--- src/design/mtg_pkg.sv ---
// ============================================================================
// mtg_pkg
// Shared constants, types and word functions of the 64-bit Mersenne Twister.
// ============================================================================
`default_nettype none

package mtg_pkg;

  localparam int STATE_WORDS  = 312;
  localparam int SHIFT_OFFSET = 156;
  localparam int IDX_W        = 9;
  localparam int WORD_W       = 64;
  localparam int HALF_W       = 32;

  localparam logic [WORD_W-1:0] TWIST_MATRIX = 64'hB502_6F5A_A966_19E9;
  localparam logic [WORD_W-1:0] UPPER_MASK   = 64'hFFFF_FFFF_8000_0000;
  localparam logic [WORD_W-1:0] LOWER_MASK   = 64'h0000_0000_7FFF_FFFF;
  localparam logic [WORD_W-1:0] TEMPER_A     = 64'h5555_5555_5555_5555;
  localparam logic [WORD_W-1:0] TEMPER_B     = 64'h71D6_7FFF_EDA6_0000;
  localparam logic [WORD_W-1:0] TEMPER_C     = 64'hFFF7_EEE0_0000_0000;

  localparam logic [IDX_W-1:0] IDX_END  = IDX_W'(STATE_WORDS);
  localparam logic [IDX_W-1:0] IDX_LAST = IDX_W'(STATE_WORDS - 1);
  localparam logic [IDX_W-1:0] IDX_OFFS = IDX_W'(SHIFT_OFFSET);

  typedef enum logic [1:0] {
    OP_DRAW64 = 2'd0,
    OP_DRAW32 = 2'd1,
    OP_LOAD   = 2'd2
  } op_t;

  // controller to datapath
  typedef struct packed {
    logic load_wr;    // write one state word from the request
    logic rd_draw;    // read the word at the read index
    logic rd_prime;   // start a twist pass: read word 0
    logic tw_issue;   // issue the reads of one twist step
    logic out_draw;   // temper the read word into the output register
    logic draw_half;  // with out_draw: low half out, high half saved
    logic out_saved;  // saved high half into the output register
  } mtg_cmd_t;

  // datapath to controller
  typedef struct packed {
    logic idx_end;
    logic half_pending;
    logic slot_free;
    logic twist_last;
  } mtg_stat_t;

  function automatic logic [WORD_W-1:0] mix_word(input logic [WORD_W-1:0] hi_src,
                                                 input logic [WORD_W-1:0] lo_src,
                                                 input logic [WORD_W-1:0] far);
    logic [WORD_W-1:0] y;
    logic [WORD_W-1:0] r;
    y = (hi_src & UPPER_MASK) | (lo_src & LOWER_MASK);
    r = far ^ (y >> 1);
    if (y[0]) begin
      r = r ^ TWIST_MATRIX;
    end
    return r;
  endfunction

  function automatic logic [WORD_W-1:0] temper(input logic [WORD_W-1:0] w);
    logic [WORD_W-1:0] x;
    x = w;
    x = x ^ ((x >> 29) & TEMPER_A);
    x = x ^ ((x << 17) & TEMPER_B);
    x = x ^ ((x << 37) & TEMPER_C);
    x = x ^ (x >> 43);
    return x;
  endfunction

endpackage

`default_nettype wire

--- src/design/mtg_ctrl.sv ---
// ============================================================================
// mtg_ctrl
// Request sequencer: loads, draws, twist passes and output hand-off.
// ============================================================================
`default_nettype none

module mtg_ctrl import mtg_pkg::*; (
  input  wire logic       clk,
  input  wire logic       rst_n,
  input  wire logic       in_valid,
  output logic            in_ready,
  input  wire logic [1:0] in_op,
  input  wire mtg_stat_t  stat,
  output mtg_cmd_t        cmd
);

  typedef enum logic [2:0] {
    S_IDLE,
    S_TW_PRIME,
    S_TW_RUN,
    S_TW_DRAIN,
    S_DRAW_CAP,
    S_HALF_OUT
  } state_t;

  state_t state_r, state_nxt;
  logic   is_half_r, is_half_nxt;
  op_t    op;
  logic   accept;

  assign op       = op_t'(in_op);
  assign in_ready = (state_r == S_IDLE);
  assign accept   = in_valid && in_ready;

  always_comb begin
    state_nxt   = state_r;
    is_half_nxt = is_half_r;
    cmd         = '0;
    case (state_r)
      S_IDLE: begin
        if (accept) begin
          case (op)
            OP_LOAD: begin
              cmd.load_wr = 1'b1;
            end
            OP_DRAW64, OP_DRAW32: begin
              if (op == OP_DRAW32 && stat.half_pending) begin
                state_nxt = S_HALF_OUT;
              end else begin
                is_half_nxt = (op == OP_DRAW32);
                if (stat.idx_end) begin
                  state_nxt = S_TW_PRIME;
                end else begin
                  cmd.rd_draw = 1'b1;
                  state_nxt   = S_DRAW_CAP;
                end
              end
            end
            default: begin
            end
          endcase
        end
      end
      S_TW_PRIME: begin
        cmd.rd_prime = 1'b1;
        state_nxt    = S_TW_RUN;
      end
      S_TW_RUN: begin
        cmd.tw_issue = 1'b1;
        if (stat.twist_last) begin
          state_nxt = S_TW_DRAIN;
        end
      end
      S_TW_DRAIN: begin
        // last twist write lands now; word 0 is long settled
        cmd.rd_draw = 1'b1;
        state_nxt   = S_DRAW_CAP;
      end
      S_DRAW_CAP: begin
        if (stat.slot_free) begin
          cmd.out_draw  = 1'b1;
          cmd.draw_half = is_half_r;
          state_nxt     = S_IDLE;
        end
      end
      S_HALF_OUT: begin
        if (stat.slot_free) begin
          cmd.out_saved = 1'b1;
          state_nxt     = S_IDLE;
        end
      end
      default: begin
        state_nxt = S_IDLE;
      end
    endcase
  end

  always_ff @(posedge clk) begin
    if (!rst_n) begin
      state_r   <= S_IDLE;
      is_half_r <= 1'b0;
    end else begin
      state_r   <= state_nxt;
      is_half_r <= is_half_nxt;
    end
  end

`ifndef NO_ASSERTIONS
  a_out_needs_slot: assert property (@(posedge clk) disable iff (!rst_n)
    (cmd.out_draw || cmd.out_saved) |-> stat.slot_free)
    else $error("result written into a full output register");
  a_twist_ends_in_draw: assert property (@(posedge clk) disable iff (!rst_n)
    (state_r == S_TW_DRAIN) |=> (state_r == S_DRAW_CAP))
    else $error("twist pass not followed by its draw");
  a_prime_starts_run: assert property (@(posedge clk) disable iff (!rst_n)
    cmd.rd_prime |=> cmd.tw_issue)
    else $error("twist steps did not follow the priming read");
`endif

endmodule

`default_nettype wire

--- config.mk ---
export PLATFORM = sky130hd
export DESIGN_NAME = mtg_ctrl
export DESIGN_NICKNAME = d
export VERILOG_FILES = /design/src/design/mtg_pkg.sv /design/src/design/mtg_ctrl.sv
export SDC_FILE = /design/constraint.sdc
export NUM_CORES = 1
export LEC_CHECK = 0
export ABC_AREA = 1
export BUFFER_PORTS_ARGS = -buffer_cell sky130_fd_sc_hd__buf_2
export CORE_AREA = 2 2 39 41
export DETAILED_ROUTE_END_ITERATION = 6
export DIE_AREA = 0 0 41 43
export GPL_TIMING_DRIVEN = 0
export MAX_ROUTING_LAYER = met4
export PLACE_DENSITY = 0.52
export SYNTH_ARGS = -nofsm -noshare
export SYNTH_HDL_FRONTEND = slang
export SYNTH_SLANG_ARGS = --single-unit
export TNS_END_PERCENT = 5
--- constraint.sdc ---
create_clock -name clk -period 1.1 [get_ports clk]
set_input_delay 0.275 -clock clk [delete_from_list [all_inputs] [get_ports clk]]
set_output_delay 0.275 -clock clk [all_outputs]
set_load 0.02 [all_outputs]
-- After elaboration in Yosys (flattened, before gate mapping)
Cells that the tools add are included.
- equality and inequality tests: 11
- reduce and logical (&&, ||, !) cells: 8
- bitwise gates (word level): 1
- muxes and demuxes: 20
- operators with widths (kind ; number):
    two-way mux 3 bit ; 6
    one-hot mux 3 bit (5 select lines) ; 1
    two-way mux 1 bit ; 9
    AND reduction 4 bit ; 2
    equality test 3 x 2 -> 1 bit (second input constant) ; 2
    equality test 3 bit (second input constant) ; 2
    two-way mux 2 bit ; 3
    != test 2 x 1 -> 1 bit (second input constant) ; 3
    OR reduction 2 bit ; 2
    equality test 3 x 1 -> 1 bit (second input constant) ; 1
    logical NOT 3 bit ; 1
    equality test 2 x 1 -> 1 bit (second input constant) ; 1
    equality test 2 bit (second input constant) ; 1
    logical AND 1 bit ; 2
    logical NOT 2 bit ; 1
    != test 2 bit (second input constant) ; 1
    one-hot mux 1 bit (2 select lines) ; 1
    inverter 1 bit ; 1
- register bits after elaboration: 4
- logic and storage cells: 42
- output and inout port bits: 8

-- Depth between registers and ports, before layout
Gate-level depths: netlist of the first run.
- depth in word-level cells: 6
- gate-level depth with buffers: 7

-- Worst setup path before layout of the first run
OpenSTA, ideal clock, no wires.
- kind: reg2out
- from: register state_r[0]
- to: output cmd[6] in the netlist's numbering
- data arrival time: 1272 ps
- path slack: -447 ps
- cell stages (with the launch flop): 4
- cells stage by stage: dfxtp_1 > nor3_4 > nand2_1 > nor3_1
- RTL lines (item ; RTL line ; RTL):
    start, declared ; mtg_ctrl.sv:26 ; state_t state_r, state_nxt;
    start signal, assigned ; mtg_ctrl.sv:103 ; state_r <= state_nxt;
    end, declared ; mtg_ctrl.sv:14 ; output mtg_cmd_t cmd

==> summary by stage, run 1 <==
Run status
The flow ran to the end, but the final reports show violations. The checks that failed: setup timing.

Routing
The remaining design rule violation count is 0. The total wire length after detailed routing is approximately 900 um. The routed layout has between 400 and 500 vias. The final routed wire length divided by cell count is 9.45 um. The first routing iteration left 5 violations. Once detail routing completed, the nets flagged for antenna violations numbered 0. The first TritonRoute pass finished after 4 iterations. Dividing the detail-routed via count by the number of cells gives 4.38.

Floorplanning
Measured along the y axis, the die boundary spans 43 um. The I/O pin count is 17. The die outline width is 41 um.

The total area inside the core boundary comes to 1380 um^2. The effective utilization at floorplan is between 20% and 30%. The total number of placement rows is 14. The die area is 1760 um^2.

Placed design
The weighted congestion at the end of routability-driven global placement is 0.770. Buffers placed on the I/O ports in this run total 16. Prior to clock tree synthesis, the placed netlist has a worst setup slack of -271 ps. The wire-length estimate of the detail-placed layout is slightly above 600 um.

Yosys
The number of enable flip-flop cells after synthesis is 0. Among all cell types in the netlist, the one instantiated most often is sky130_fd_sc_hd__nand2_1. The synthesized design contains 4 register bits. In the synthesized netlist, the cells that appear most often are 18 x sky130_fd_sc_hd__nand2_1, 8 x sky130_fd_sc_hd__nor2_1, 6 x sky130_fd_sc_hd__inv_1.

The count of cell types in the netlist is 13. Synthesis produced a netlist whose cell count is 51. The leading register cell type out of synthesis is sky130_fd_sc_hd__dfxtp_1.

The number of nets in the synthesized netlist is 60. The cell type with the largest total area after synthesis is sky130_fd_sc_hd__dfxtp_1. The number of warnings issued by yosys is 0. The share of async-settable or async-resettable flops after synthesis is 0%. The synthesized cell area is 290 um^2. Dividing the synthesized area by the synthesized cell count gives 5.69 um^2. Of the synthesized area, sequential elements account for 27.6%.

Yosys attributes the largest share of cell area to sky130_fd_sc_hd__dfxtp_1 28%, sky130_fd_sc_hd__nand2_1 23%, sky130_fd_sc_hd__nor2_1 10%, sky130_fd_sc_hd__inv_1 7.8%, sky130_fd_sc_hd__nand3_1 6.9%. The synthesized design devotes to its leading area cell type 27.6% of total area.

Power and ir drop
In this run the static leakage power is 0.303 nW. Cell internal power was estimated by the tool at 0.00103 W. The switching part of the total power is 41.1%. The clock group share of total power is 9.8%. The power density over the cells is 2990 nW/um^2. The worst-case IR drop observed on VDD is around 0.0016 V. The share of total power dissipated in combinational logic is between 70% and 80%.

The sequential fraction of design power is 16.9%. The net switching power is 0.000720 W.

Worst setup path
Measured in cells, the most critical reg-to-reg path has a length of 7. The largest driver fanout on the critical path is 4. In this run the critical register-to-register path is captured at is_half_r. STA classifies the critical path startpoint as a register. STA puts the critical path data required time at just over 800 ps.

The launch instance of the worst register-to-register path is state_r[2]. The arrival time of the worst setup path is roughly 1300 ps. Setup slack on the worst reg-to-reg path comes out at -90 ps.

The kind of capture point of the worst setup path is an output pin. The critical path is of the register to output pin type.

Timing
The hold violation total from the final report was 0. Adding up every negative setup slack in the final design gives -2680 ps. The transition time at the pin with the least slew margin is 205 ps. The tightest hold margin is 313 ps. Setup repair after global routing could not meet its margin everywhere. Setup violations remaining at the end of the flow were counted as 9.

The final clock skew is 0.0900 ps. In the finished design, the share of the clock period the worst path needs comes to 139%. After layout, the worst setup slack is -431 ps. The total count of max-transition violations in the final report is 0. The time the final worst path needs with I/O delays and setup is 1530 ps. The highest attainable clock frequency is about 650 MHz.

The headroom to the max-slew limit is 86.3%.

Worst hold path
The startpoint of the lowest-slack hold path is rst_n. The worst hold path class is primary input to register. For hold timing, the worst endpoint is state_r[1]. The worst hold path was traced through 2 stages.

Clock tree
The CTS tree is done. Clock latency on the worst-skew pair, taken at its later pin, is 230 ps. The number of buffers created by CTS is 3.

The cell sitting at the root of the clock tree is a sky130_fd_sc_hd__clkbuf_4. The longest clock path from root to sink contains 2 buffers. The H-tree level count is 1.

For this design, the CTS-stage hold fixing added 0 buffers. The number of sinks handled by clock tree synthesis is 4. The clock-pin slew reported for the worst setup and hold paths after clock tree synthesis is 30 ps.

Layout
The final net count is 90. The filler cells instantiated in the layout total 151. The area added between synthesis and finish is 102%.

The post-route netlist has slightly below 60% of its cells at a drive strength greater than 1. In the final layout, the multi-input gates occupy ~230 um^2. The area taken by flip-flops and latches is 91.3 um^2. 0 antenna diodes ended up in the layout.

Global route
The first-pass GRT wire length is ~1300 um. The number of global-route vias before repair was 367. The largest net degree at the start of global routing is 6. The global routing usage summed across all routing layers is 11.5%.

The total congestion overflow is 0. The number of antenna violations at the first check in global routing came to 0.

Job
Max-cap violations in this run came to 0.
## registers in the layout, summed over array words and instances (netlist names)
| register | cells |
|---|---|
| state_r | 3 |
| is_half_r | 1 |
## area by class of cell
cell class                      count  area share (%)
Multi-Input combinational cell     40            38.9
Clock buffer                        3            3.85
Tap cell                           16            3.42
Timing Repair Buffer               25            33.8
Inverter                            7            4.49
Sequential cell                     4            15.6
## power groups by stage
stage          Clock, W  Sequential, W  Combinational (W)
2_1_floorplan         0       0.000279           0.000523
3_3_place_gp          0       0.000295           0.000677
3_5_place_dp          0       0.000291           0.000675
4_1_cts        0.000185       0.000284            0.00103
5_1_grt        0.000195       0.000303            0.00141
6_report       0.000172       0.000295            0.00128
## how the worst max path moves through the flow
stage / startpoint / endpoint / slack (ps) / cells past startpoint
2_1_floorplan: state_r[1] / cmd[6] / -250 / 3
3_3_place_gp: state_r[1] / cmd[5] / -270 / 6
3_5_place_dp: state_r[1] / cmd[5] / -270 / 6
4_1_cts: state_r[0] / cmd[5] / -480 / 6
5_1_grt: state_r[2] / cmd[5] / -510 / 6
6_report: state_r[2] / cmd[6] / -430 / 5
## cell families after synthesis
logic type             Yosys count  share of synthesized area [%]
AND/OR/NAND/NOR                 36                           55.6
flip-flops                       4                           27.6
buffers and inverters            7                           9.05
AO/OA/AOI/OAI                    4                           7.76
## worst max-delay path, stage by stage, from the launching register on
cell and delay, ps:
sky130_fd_sc_hd__dfxtp_4 350, sky130_fd_sc_hd__nor3_4 240, sky130_fd_sc_hd__buf_6 140, sky130_fd_sc_hd__nand2_2 60, sky130_fd_sc_hd__nor3_4 110, sky130_fd_sc_hd__buf_6 130
## repair_timing
action	4_1_cts	5_1_grt
pin swaps	4	7
endpoints found under the setup margin	9	11
gates resized for setup	18	11
buffers inserted	5	4
## through the flow
step	power (W)	cells	utilization [%]	cell area, um^2
final	0.00175	95	42.3	586
after floorplan	0.000802	51	-	309
after global routing	0.00191	95	42.3	586
after global placement	0.000971	83	29.6	409
after detailed placement	0.000966	83	29.6	409
after CTS	0.00149	91	37.6	520
## layout by cell type, fill, tap and decap left out
cell type / count
sky130_fd_sc_hd__a21oi_2: 2
sky130_fd_sc_hd__nor3_2: 1
sky130_fd_sc_hd__dfxtp_1: 1
sky130_fd_sc_hd__inv_2: 2
sky130_fd_sc_hd__nor3_4: 2
sky130_fd_sc_hd__o21ai_1: 1
sky130_fd_sc_hd__nand2_1: 14
sky130_fd_sc_hd__nor3_1: 1
sky130_fd_sc_hd__nor2_2: 2
sky130_fd_sc_hd__nand2_2: 5
sky130_fd_sc_hd__dfxtp_4: 3
sky130_fd_sc_hd__nand3_1: 4
sky130_fd_sc_hd__inv_1: 5
sky130_fd_sc_hd__buf_6: 8
sky130_fd_sc_hd__buf_4: 9
sky130_fd_sc_hd__buf_2: 8
sky130_fd_sc_hd__nor2_4: 1
sky130_fd_sc_hd__nor2_1: 6
sky130_fd_sc_hd__clkbuf_4: 3
sky130_fd_sc_hd__o21a_1: 1
## layer usage
metal	global-route usage [%]	up-vias	share of wire [%]
met2	15.9	16	52
met5	-	-	0
li1	-	216	-
met3	3.14	0	6.5
met4	8.00	0	0
met1	13.8	184	41
Power figures use the tool's default switching activity.
==> run 2, diff against run 1 <==
--- a/config.mk
+++ b/config.mk
@@ -5,14 +5,13 @@
 export SDC_FILE = /design/constraint.sdc
 export NUM_CORES = 1
 export LEC_CHECK = 0
-export ABC_AREA = 1
 export BUFFER_PORTS_ARGS = -buffer_cell sky130_fd_sc_hd__buf_2
 export CORE_AREA = 2 2 39 41
 export DETAILED_ROUTE_END_ITERATION = 6
 export DIE_AREA = 0 0 41 43
 export GPL_TIMING_DRIVEN = 0
 export MAX_ROUTING_LAYER = met4
-export PLACE_DENSITY = 0.52
+export PLACE_DENSITY = 0.55
 export SYNTH_ARGS = -nofsm -noshare
 export SYNTH_HDL_FRONTEND = slang
 export SYNTH_SLANG_ARGS = --single-unit
==> run 2 against run 1 <==
  * The run still ends with setup timing left
  * Clock power increased by 8%
  * Combinational power decreased by 83%
  * First-iteration DRC count increased by 80%
  * Global-route usage about the same
  * Clock skew increased by 4.5 ps
  * Power decreased by 67%
  * Largest cell class unchanged
  * Largest power group unchanged
==> summary by stage, run 2 <==
Timing
The time the final worst path needs with I/O delays and setup is 1630 ps (+103 ps). The headroom to the max-slew limit is 77.5% (-8.8 points). The final clock skew was 4.58 ps (+4.49 ps).

Setup repair after global routing could not meet its margin everywhere. The portion of the clock cycle consumed by the worst path in the final layout is 149% (+9.3 points). The highest attainable clock frequency is 612 MHz (-6.3%). The number of setup violations in the final report is 10 (+1). The total count of max-transition violations in the final report is 0 (unchanged). The transition time at the pin with the least slew margin is 333 ps (+128 ps). The hold violation total from the final report came to 0 (unchanged).

The post-route worst setup slack is -534 ps (-103 ps).

Layout
The fill cell total of the finished layout is 148 (-2.0%). The fraction of final layout cells with drive strength greater than 1 is 62.3% (+4.1 points). The area added between synthesis and finish is 75.8%. The largest registers in the layout are state_r x3, is_half_r x1. The area taken by flip-flops and latches is 86.3 um^2 (-5.5%). The register ranked first by flip-flop count is state_r. The number of antenna diodes is 0 (unchanged). In the layout the commonest cells are 8 x sky130_fd_sc_hd__buf_4, 8 x sky130_fd_sc_hd__buf_2, 5 x sky130_fd_sc_hd__buf_6.

The non-filler instance count after layout is 77 (-19%). The area of all placed cells without fillers is 572 um^2 (-2.4%). The final design utilization came to 41.3% (-0.99 points).

The flip-flop count of the largest register, all copies and words added is 3 (unchanged). The final net count is 72 (-20%). The multi-input gate area in the final layout came to 278 um^2 (+22%).

Worst setup path
The kind of capture point of the worst setup path is an output pin. The largest driver fanout on the critical path is 3 (-1). The kind of launch point of the worst setup path is a register. The worst setup path is of the register to output pin kind. The required time of the critical path is 820 ps (about the same). The arrival time of the worst setup path is 1360 ps (+100 ps).

Clock tree
The CTS tree is done. The clock latency of the later-clocked register in the worst-skew pair is 240 ps (about the same). The cell at the root of the clock tree is sky130_fd_sc_hd__clkbuf_4. The H-tree level count is 1 (unchanged). The number of sinks handled by clock tree synthesis is 4 (unchanged). The number of buffers created by CTS is 3 (unchanged).

The clock-pin slew reported for the worst setup and hold paths after clock tree synthesis was 40 ps (about the same). The number of buffers on the longest clock path is 2 (unchanged).

Global route
The total congestion overflow is 0 (unchanged). The largest net degree at the start of global routing came to 11 (+5). The first-pass GRT wire length came to 1320 um (-0.53%).

The number of antenna violations at the first check in global routing is 0 (unchanged). The global routing usage summed across all routing layers is 11.5% (+0.012 points). The number of global-route vias before repair is 317 (-14%).

Yosys
The multiplexer share of the synthesized area came to 3.08% (+3.1 points). The net count after synthesis is 48 (-20%). The share of async-settable or async-resettable flops after synthesis is 0% (unchanged).

The basic-gate share of the synthesized area counting and, or, nand and nor cells is 47.3% (-8.3 points). By area, the combinational part of the netlist is dominated by simple AND/OR/NAND/NOR gates. The most frequently used cell type in the post-synthesis netlist is sky130_fd_sc_hd__dfxtp_1. After synthesis, the cell types taking the most area are sky130_fd_sc_hd__dfxtp_1 25%, sky130_fd_sc_hd__nor3_1 4.6%, sky130_fd_sc_hd__nand2b_1 3.8%, sky130_fd_sc_hd__nor3b_2 3.8%, sky130_fd_sc_hd__buf_6 3.5%. The mean cell area of the mapped netlist came to 8.34 um^2 (+47%). The leading register cell type out of synthesis is sky130_fd_sc_hd__dfxtp_1. The number of warnings issued by yosys is 0 (unchanged). The complex-gate fraction of the synthesized area is 18.5% (+11 points). The synthesized cell area is 325 um^2 (+12%). By count the netlist is led by 4 x sky130_fd_sc_hd__dfxtp_1, 3 x sky130_fd_sc_hd__nand2_1, 3 x sky130_fd_sc_hd__nor2_1, 3 x sky130_fd_sc_hd__nor3_1, 2 x sky130_fd_sc_hd__nand2b_1. The sequential area share after synthesis is 24.6% (-3.0 points). The synthesized netlist cell count was 39 (-24%). The number of synthesized register bits is 4 (unchanged). The count of cell types in the netlist is 29 (+16). The xor and xnor fraction of the mapped netlist area is 0% (unchanged). The number of enable flip-flop cells after synthesis is 0 (unchanged). The post-synthesis adder-cell area fraction is 0% (unchanged).

The cell type with the largest total area after synthesis is sky130_fd_sc_hd__dfxtp_1. The area share of the largest cell type after synthesis was 24.6% (-3.0 points).

Routing
The remaining design rule violation count was 0 (unchanged). The count of TritonRoute iterations in the first routing pass came to 4 (unchanged). The total wire length after detailed routing is 916 um (+2.0%).

The iteration-0 DRC count of the detailed router is 9 (+4). The remaining number of nets flagged by the antenna check after routing is 0 (unchanged). The detailed-route via count came to 368 (-12%). The vias per cell came to 4.78 (+9.1%). The final routed wire length divided by cell count is 11.9 um (+26%).

Placed design
The cell area after placement is 464 um^2 (+13%). The pre-CTS setup slack is -398 ps (-128 ps). The number of placed instances, taps included came to 71 (-14%). The quantity of I/O buffers inserted on ports came to 16 (unchanged). The weighted congestion at the end of routability-driven global placement is 0.697 (-9.5%). The detailed placer's ending HPWL is 608 um (-0.33%).

Power and ir drop
The worst supply voltage drop on vdd was 0.000420 V (-73%). The power density over the cells is 1010 nW/um^2 (-66%). The total power came to 0.000577 W (-67%). The static leakage came to 0.241 nW (-20%).

Floorplanning
The die height is 43 um (unchanged). The I/O pin count came to 17 (unchanged). The effective utilization at floorplan came to 23.5% (+2.5 points). The total number of placement rows is 14 (unchanged). The die outline width was 41 um (unchanged).

The area inside the core boundary is 1380 um^2 (unchanged). The die area is 1760 um^2 (unchanged).

Run status
The checks that failed: setup timing. The run finished, with violations left.

Worst hold path
The worst hold path class is primary input to register.

Job
The total of max-cap violations came to 0 (unchanged).
-- run 2: cell count changes in the layout (fill, tap and decap cells not counted), moves of 3 or more --
cell,change
sky130_fd_sc_hd__nand2_2,-5
sky130_fd_sc_hd__inv_1,-5
sky130_fd_sc_hd__nand2_1,-12
sky130_fd_sc_hd__nand3_1,-4
sky130_fd_sc_hd__buf_6,-3
sky130_fd_sc_hd__nor2_1,-3
-- run 2: cell type report --
class,count,share of cell area (%)
buffer,1,1.31
clock buffer,3,3.94
inverter,1,1.53
multi-input combinational,32,48.6
sequential,4,15.1
tap,16,3.50
timing repair buffer,20,26.0
-- run 2: timing repair --
action	4_1_cts	5_1_grt
buffers inserted	2	2
pin swaps	3	5
endpoints found under the setup margin	10	11
hold buffers	0	0
gates resized for setup	13	9
-- run 2: cell families after synthesis --
family / Yosys count
buffers and inverters: 3
multiplexers: 1
flip-flops: 4
AO/OA/AOI/OAI: 8
AND/OR/NAND/NOR: 23
-- run 2: critical path, stage by stage (launching register included) --
cell and delay, ps:
sky130_fd_sc_hd__dfxtp_2 320, sky130_fd_sc_hd__or3_4 420, sky130_fd_sc_hd__clkinv_4 70, sky130_fd_sc_hd__nand2_4 50, sky130_fd_sc_hd__o21ai_4 140, sky130_fd_sc_hd__buf_6 130
-- run 2: metal layers --
metal	vias up	GRT usage, %	part of all wire (%)
met4	0	6.00	0
met5	-	-	0
li1	190	-	-
met3	0	4.71	6.7
met2	16	14.7	49
met1	162	15.1	45
-- run 2: worst paths after layout --
check,start,to,slack [ps],cells past startpoint
worst min register to register,is_half_r,is_half_r,570,1
worst min-delay path,rst_n,is_half_r,330,2
worst max register to register,state_r[1],is_half_r,-230,5
worst max-delay path,state_r[1],cmd[5],-530,5
-- run 2: metrics by stage --
stage	setup TNS [ps]	hold slack, ps
after floorplan	-1790	417
after detailed placement	-2060	551
final	-3380	331
after CTS	-4210	319
after global placement	-2090	524
after global routing	-3950	331
-- run 2: report_power, final --
| group | switching, W | leakage [nW] | total (W) | internal [W] |
|---|---|---|---|---|
| logic | 0.000110 | 0.193 | 0.000221 | 0.000111 |
| registers | 0.0000128 | 0.0342 | 0.000169 | 0.000157 |
| clock network | 0.0000638 | 0.0138 | 0.000186 | 0.000122 |
| total | 0.000186 | 0.241 | 0.000577 | 0.000390 |
